--- src/hw/rtl/sdcfb_pkg.sv ---
package sdcfb_pkg;

    // Frame layout.
    localparam int unsigned FRAME_LEN    = 6;
    localparam int unsigned CNT_W        = 3;
    localparam logic [CNT_W-1:0] CRC_SLOT = CNT_W'(FRAME_LEN - 1);

    // Fixed bit patterns of the frame.
    localparam logic [7:0] START_BITS = 8'h40;
    localparam logic [6:0] CRC_POLY   = 7'h09;

    // Reset values of the configuration registers.
    localparam logic        HIGH_CAP_RESET   = 1'b0;
    localparam logic [12:0] PAGE_BYTES_RESET = 13'd512;

    // Register indexes on the configuration port.
    localparam logic REG_HIGH_CAPACITY = 1'b0;
    localparam logic REG_PAGE_BYTES    = 1'b1;

    // One byte of CRC7 (x^7 + x^3 + 1), most significant bit first.
    function automatic logic [6:0] crc7_byte(input logic [6:0] crc_in, input logic [7:0] data);
        logic [6:0] crc;
        logic       fb;
        crc = crc_in;
        for (int b = 7; b >= 0; b--)
        begin
            fb  = data[b] ^ crc[6];
            crc = {crc[5:0], 1'b0};
            if (fb)
            begin
                crc = crc ^ CRC_POLY;
            end
        end
        return crc;
    endfunction

endpackage

--- src/hw/rtl/sd_command_frame_builder.sv ---
// Channel   Direction  Handshake            Payload
// input     in         in_valid / in_stall   command_index, argument, is_block_address
// output    out        out_valid / out_stall frame_byte, last_byte
// config    in         APB write/read        paddr, pwdata, prdata
//
// Each command word yields six output words, one per cycle while the output is not
// stalled; the byte serializer sets the command rate, but a new command can be taken
// while the previous frame is going out. The first byte passes the input, frame,
// serializer and output registers in turn. A command waits in the input and frame
// registers while the serializer is busy. rst_n clears all valid flags and sets
// the configuration registers to high_capacity = 0 and page_bytes = 512.
module sd_command_frame_builder
    import sdcfb_pkg::*;
(
    input  logic        clk,
    input  logic        rst_n,

    input  logic        in_valid,
    output logic        in_stall,
    input  logic [5:0]  command_index,
    input  logic [31:0] argument,
    input  logic        is_block_address,

    output logic        out_valid,
    input  logic        out_stall,
    output logic [7:0]  frame_byte,
    output logic        last_byte,

    input  logic        psel,
    input  logic        penable,
    input  logic        pwrite,
    input  logic [2:0]  paddr,
    input  logic [31:0] pwdata,
    output logic [31:0] prdata,
    output logic        pready
);

    logic        high_cap_reg;
    logic [12:0] page_bytes_reg;

    logic        s1_valid_reg;
    logic [5:0]  s1_index_reg;
    logic [31:0] s1_arg_reg;
    logic        s1_scale_reg;

    logic        fr_valid_reg;
    logic [39:0] fr_bytes_reg;

    logic             ser_active_reg;
    logic [39:0]      ser_data_reg;
    logic [CNT_W-1:0] ser_count_reg;
    logic [6:0]       ser_crc_reg;

    logic        out_valid_reg;
    logic [7:0]  out_byte_reg;
    logic        out_last_reg;

    logic        in_accept;
    logic        s1_advance;
    logic        ser_emit;
    logic        ser_done;
    logic        ser_load;
    logic        cfg_write;
    logic [44:0] product;
    logic [31:0] arg_sent;

    // Configuration port.
    assign pready    = 1'b1;
    assign cfg_write = psel && penable && pwrite;

    always_ff @(posedge clk or negedge rst_n)
    begin
        if (!rst_n)
        begin
            high_cap_reg   <= HIGH_CAP_RESET;
            page_bytes_reg <= PAGE_BYTES_RESET;
        end
        else if (cfg_write)
        begin
            case (paddr[2])
                REG_HIGH_CAPACITY: high_cap_reg   <= pwdata[0];
                REG_PAGE_BYTES:    page_bytes_reg <= pwdata[12:0];
                default:           high_cap_reg   <= high_cap_reg;
            endcase
        end
    end

    always_comb
    begin
        case (paddr[2])
            REG_HIGH_CAPACITY: prdata = {31'd0, high_cap_reg};
            REG_PAGE_BYTES:    prdata = {19'd0, page_bytes_reg};
            default:           prdata = 32'd0;
        endcase
    end

    // Handshake and stage advance conditions.
    assign ser_emit   = ser_active_reg && (!out_valid_reg || !out_stall);
    assign ser_done   = ser_emit && (ser_count_reg == CRC_SLOT);
    assign ser_load   = fr_valid_reg && (!ser_active_reg || ser_done);
    assign s1_advance = s1_valid_reg && (!fr_valid_reg || ser_load);
    assign in_stall   = s1_valid_reg && !(!fr_valid_reg || ser_load);
    assign in_accept  = in_valid && !in_stall;

    // Input register; the scaling decision is made here.
    always_ff @(posedge clk or negedge rst_n)
    begin
        if (!rst_n)
        begin
            s1_valid_reg <= 1'b0;
        end
        else if (in_accept)
        begin
            s1_valid_reg <= 1'b1;
        end
        else if (s1_advance)
        begin
            s1_valid_reg <= 1'b0;
        end
    end

    always_ff @(posedge clk)
    begin
        if (in_accept)
        begin
            s1_index_reg <= command_index;
            s1_arg_reg   <= argument;
            s1_scale_reg <= is_block_address && !high_cap_reg;
        end
    end

    // Page to byte address scaling, wrapping at 32 bits.
    assign product  = s1_arg_reg * page_bytes_reg;
    assign arg_sent = s1_scale_reg ? product[31:0] : s1_arg_reg;

    always_ff @(posedge clk or negedge rst_n)
    begin
        if (!rst_n)
        begin
            fr_valid_reg <= 1'b0;
        end
        else if (s1_advance)
        begin
            fr_valid_reg <= 1'b1;
        end
        else if (ser_load)
        begin
            fr_valid_reg <= 1'b0;
        end
    end

    always_ff @(posedge clk)
    begin
        if (s1_advance)
        begin
            fr_bytes_reg <= {START_BITS | {2'b00, s1_index_reg}, arg_sent};
        end
    end

    // Byte serializer; the CRC is accumulated one byte per emitted word.
    always_ff @(posedge clk or negedge rst_n)
    begin
        if (!rst_n)
        begin
            ser_active_reg <= 1'b0;
        end
        else if (ser_load)
        begin
            ser_active_reg <= 1'b1;
        end
        else if (ser_done)
        begin
            ser_active_reg <= 1'b0;
        end
    end

    always_ff @(posedge clk)
    begin
        if (ser_load)
        begin
            ser_data_reg  <= fr_bytes_reg;
            ser_count_reg <= '0;
            ser_crc_reg   <= '0;
        end
        else if (ser_emit)
        begin
            ser_data_reg  <= {ser_data_reg[31:0], 8'h00};
            ser_count_reg <= ser_count_reg + 1'b1;
            ser_crc_reg   <= crc7_byte(ser_crc_reg, ser_data_reg[39:32]);
        end
    end

    // Output register.
    always_ff @(posedge clk or negedge rst_n)
    begin
        if (!rst_n)
        begin
            out_valid_reg <= 1'b0;
        end
        else if (ser_emit)
        begin
            out_valid_reg <= 1'b1;
        end
        else if (!out_stall)
        begin
            out_valid_reg <= 1'b0;
        end
    end

    always_ff @(posedge clk)
    begin
        if (ser_emit)
        begin
            out_last_reg <= ser_done;
            out_byte_reg <= ser_done ? {ser_crc_reg, 1'b1} : ser_data_reg[39:32];
        end
    end

    assign out_valid  = out_valid_reg;
    assign frame_byte = out_byte_reg;
    assign last_byte  = out_last_reg;

`ifndef SYNTHESIS
    // The byte counter never runs past the CRC slot.
    assert property (@(posedge clk) disable iff (!rst_n)
        ser_active_reg |-> (ser_count_reg <= CRC_SLOT))
        else $error("serializer count out of range");

    // A new frame is loaded only when the previous one has sent its CRC byte.
    assert property (@(posedge clk) disable iff (!rst_n)
        (ser_load && ser_active_reg) |-> (ser_count_reg == CRC_SLOT))
        else $error("frame loaded over an unfinished frame");

    // The last word of a frame always carries the end bit.
    assert property (@(posedge clk) disable iff (!rst_n)
        (out_valid_reg && out_last_reg) |-> out_byte_reg[0])
        else $error("CRC byte without end bit");

    // The input side is stalled only while a command is held.
    assert property (@(posedge clk) disable iff (!rst_n)
        in_stall |-> s1_valid_reg)
        else $error("input stalled while empty");
`endif

endmodule

--- config.mk ---
export PLATFORM = sky130hd
export DESIGN_NAME = sd_command_frame_builder
export DESIGN_NICKNAME = d
export VERILOG_FILES = /design/src/hw/rtl/sdcfb_pkg.sv /design/src/hw/rtl/sd_command_frame_builder.sv
export SDC_FILE = /design/constraint.sdc
export NUM_CORES = 1
export LEC_CHECK = 0
export BUFFER_PORTS_ARGS = -buffer_cell sky130_fd_sc_hd__buf_2
export CAP_MARGIN = 20
export CORE_MARGIN = 3
export CORE_UTILIZATION = 54
export CTS_CLUSTER_DIAMETER = 80
export DETAILED_ROUTE_END_ITERATION = 8
export GPL_ROUTABILITY_DRIVEN = 0
export GPL_TIMING_DRIVEN = 0
export PLACE_DENSITY_LB_ADDON = 0.1
export SYNTH_ARGS = -nofsm -noshare
export SYNTH_HDL_FRONTEND = slang
export SYNTH_SLANG_ARGS = --single-unit
--- constraint.sdc ---
create_clock -name clk -period 11.01 [get_ports clk]
set_clock_uncertainty 0.2 [all_clocks]
set_input_delay 2.202 -clock clk [delete_from_list [all_inputs] [get_ports clk]]
set_output_delay 2.202 -clock clk [all_outputs]
set_load 0.03 [all_outputs]
==> impl_metrics.py <==
metrics = {
    "routing": {
        "drtIter0Drc": 661,
        "wl_met3_mm": 3.12,
        "wire_per_inst_um": 19.9,
        "wirelength_met1_mm": 17.2,
        "wirelength_mm": 41.4,
        "vias": 11100,
        "route.met2.wl_mm": 19.9,
        "highest_layer": "met4",
        "drc_errors": 0,
        "dr.pass1.iters": 4,
        "postRouteAntennaNets": 0,
        "vias_per_cell": 5.33,
    },
    "synthesis": {
        "syn_inst": 1562,
        "synthTopCellsByArea": "fa_1, edfxtp_1, inv_1",
        "synthesis.area_mm2": 0.0162,
        "ys.flop_type": "edfxtp_1",
        "syn_area_per_cell_um2": 10.4,
        "seq_area_frac_synth_pct": 27.4,
        "synth_seq_cells": 154,
        "synth_top_cell_area_share_pct": 31.8,
        "yosysTopAreaCell": "fa_1",
        "yosys.cell_types.count": 59,
        "yosys_warnings": 0,
        "ys_async_sr_fraction_pct": 11.7,
        "synth_enable_flop_cells": 126,
    },
    "job": {
        "cap_viol_max_count": 0,
    },
    "timing": {
        "drv_slew": 0,
        "finalHoldViolCount": 0,
        "worst_pin_slew_ps": 994,
        "min_period_over_period_pct": 65.5,
        "clock.fmax_mhz": 139,
        "setup_violations": 0,
        "hold_slack_ps": 217,
        "relSlewSlack_pct": 33.7,
        "finalCriticalPeriod_ps": 7220,
        "tns_ps": 0,
        "rsz0062_at_grt": "false",
    },
    "floorplan": {
        "core-area_mm2": 0.0291,
        "die_w_um": 179,
        "start_util_pct": 55.7,
        "io_pins": 125,
        "rows": 62,
        "die_y_um": 179,
        "dieArea_mm2": 0.0321,
    },
    "setup_path": {
        "rr_worst_depth": 19,
        "cp_max_fo": 10,
        "arrival_ps": 7190,
        "crit_required_ps": 10990,
        "critPathLaunchType": "flip-flop",
        "critPathKind": "reg2reg",
        "endpoint_kind": "flip-flop",
    },
    "global_route": {
        "antenna_found_initial": 2,
        "grt_usage_pct": 27.6,
        "grt_pass1_vias": 11600,
        "grt_pass1_wl_mm": 64.9,
        "grt_start_max_net_pins": 41,
        "gr-total-overflow": 0,
    },
    "clock_tree": {
        "cts_hold_buffers": 0,
        "clkTransAtPathRegs_ps": 60,
        "numCtsBuffers": 17,
        "clk_path_buf_depth": 2,
        "clock_latency_ps": 440,
        "cts_tree": "done",
        "clock-sinks": 154,
        "cts_setup_buffers": 0,
        "cts_root_buf": "clkbuf_16",
        "ctsResizeCount": 0,
        "cts_max_level": 4,
    },
    "final_layout": {
        "fin_area_mm2": 0.0177,
        "drive_above_1_share_pct": 11.4,
        "antenna_cells": 0,
        "area.growth.synth_to_final_pct": 9.34,
        "largest_reg_flops": 40,
        "layout.nets": 2076,
        "fillCellCount": 2476,
    },
    "hold_path": {
        "hold_depth": 0,
        "hp-class": "reg2reg",
    },
    "placed_design": {
        "placed_area_mm2": 0.0172,
        "dp_hpwl_mm": 32.5,
        "port_buffers": 83,
    },
    "outcome": {
        "status": "finished clean",
    },
}
metal layers:
layer,track usage [%],vias to the layer above
met2,45.2,381
met3,6.20,69
met5,0,-
met1,36.7,5680
met4,8.60,0
li1,-,4958
cell families after synthesis:
| group | count (synthesis) | synth area share (%) |
|---|---|---|
| AND/OR/NAND/NOR | 440 | 13.4 |
| adder cells (fa/ha/maj) | 312 | 36.0 |
| flip-flops | 154 | 27.4 |
| buffers and inverters | 421 | 10.3 |
| AO/OA/AOI/OAI | 93 | 4.11 |
| XOR/XNOR | 66 | 3.57 |
| multiplexers | 74 | 5.13 |
| other | 2 | 0.0464 |
synthesized netlist by cell type (4+ instances only):
cell and instances:
buf_2 4, nand2b_1 10, dfxtp_1 10, nand3_1 8, o21a_1 5, fa_1 257
o21ai_1 4, clkbuf_1 73, a211oi_1 7, edfxtp_1 126, mux2_2 42, o21ai_0 9
a21o_1 10, xnor2_1 46, ha_1 55, xor2_1 20, buf_4 20, a211o_1 4
mux2_1 30, a21oi_1 27, nand2_1 204, and3_1 12, and2_1 166, inv_1 323
dfrtp_1 17, nor2_1 25, nand4_1 4
layout make-up:
type                            instances  area, um2  area share [%]
Clock inverter                         14       97.6           0.551
Multi-Input combinational cell       1005      10200            57.4
Buffer                                 98        449            2.54
Inverter                              323       1210            6.85
Tap cell                              384        480            2.71
Timing Repair Buffer                   84        435            2.46
Clock buffer                           18        429            2.42
Sequential cell                       154       4440            25.1
critical path, stage by stage (launching register included):
cell and delay, ps:
dfrtp_1 320, clkbuf_1 690, clkbuf_1 740, nand2_1 200
fa_1 460, fa_1 530, fa_1 550, inv_1 50
fa_1 470, inv_1 50, fa_1 490, inv_1 40
ha_1 330, a2111oi_0 400, o21ai_1 240, a32oi_2 340
o21bai_2 180, a311oi_2 320, xnor2_1 90, mux2_2 260
cell usage in the layout (no fill, tap or decap), types with 3 or more instances in the layout:
cell type   synthesis  routed
a211o_1             4       4
a211oi_1            7       7
a21o_1             10      10
a21oi_1            27      27
and2_1            166     164
and3_1             12      12
buf_2               4      87
buf_4              20      20
clkbuf_1           73      74
clkbuf_16           0      17
clkinv_2            0       4
clkinvlp_4          0       4
conb_1              2      20
dfrtp_1            17      17
dfxtp_1            10      10
edfxtp_1          126     126
fa_1              257     257
ha_1               55      55
inv_1             323     323
inv_6               0       3
mux2_1             30      30
mux2_2             42      42
nand2_1           204     204
nand2b_1           10      10
nand3_1             8       8
nand4_1             4       4
nor2_1             25      25
nor2b_1             3       3
o21a_1              5       5
o21ai_0             9       9
o21ai_1             4       4
o21bai_1            3       3
or4_1               3       3
xnor2_1            46      46
xor2_1             20      20
path summary, 6_finish.rpt:
kind / startpoint / endpoint / slack [ps]
min reg2reg: s1_index_reg[4] / fr_bytes_reg[36] / 220
max: page_bytes_reg[6] / fr_bytes_reg[22] / 3790
min: s1_index_reg[4] / fr_bytes_reg[36] / 220
min in group asynchronous: rst_n / ser_active_reg / 1540
max reg2reg: page_bytes_reg[6] / fr_bytes_reg[22] / 3790
max in group asynchronous: rst_n / page_bytes_reg[9] / 8710
stage by stage:
stage                     utilization (%)  instances  setup slack (ps)
after detailed placement             59.0       2048              3880
after CTS                            60.9       2080              3850
after floorplan                         -       1580              5240
after global routing                 60.9       2080              3530
after global placement               59.0       2047              3920
final                                60.9       2080              3790
Power is not shown: default switching activity piles up to over one toggle a cycle in this logic, so the estimate is an artifact.
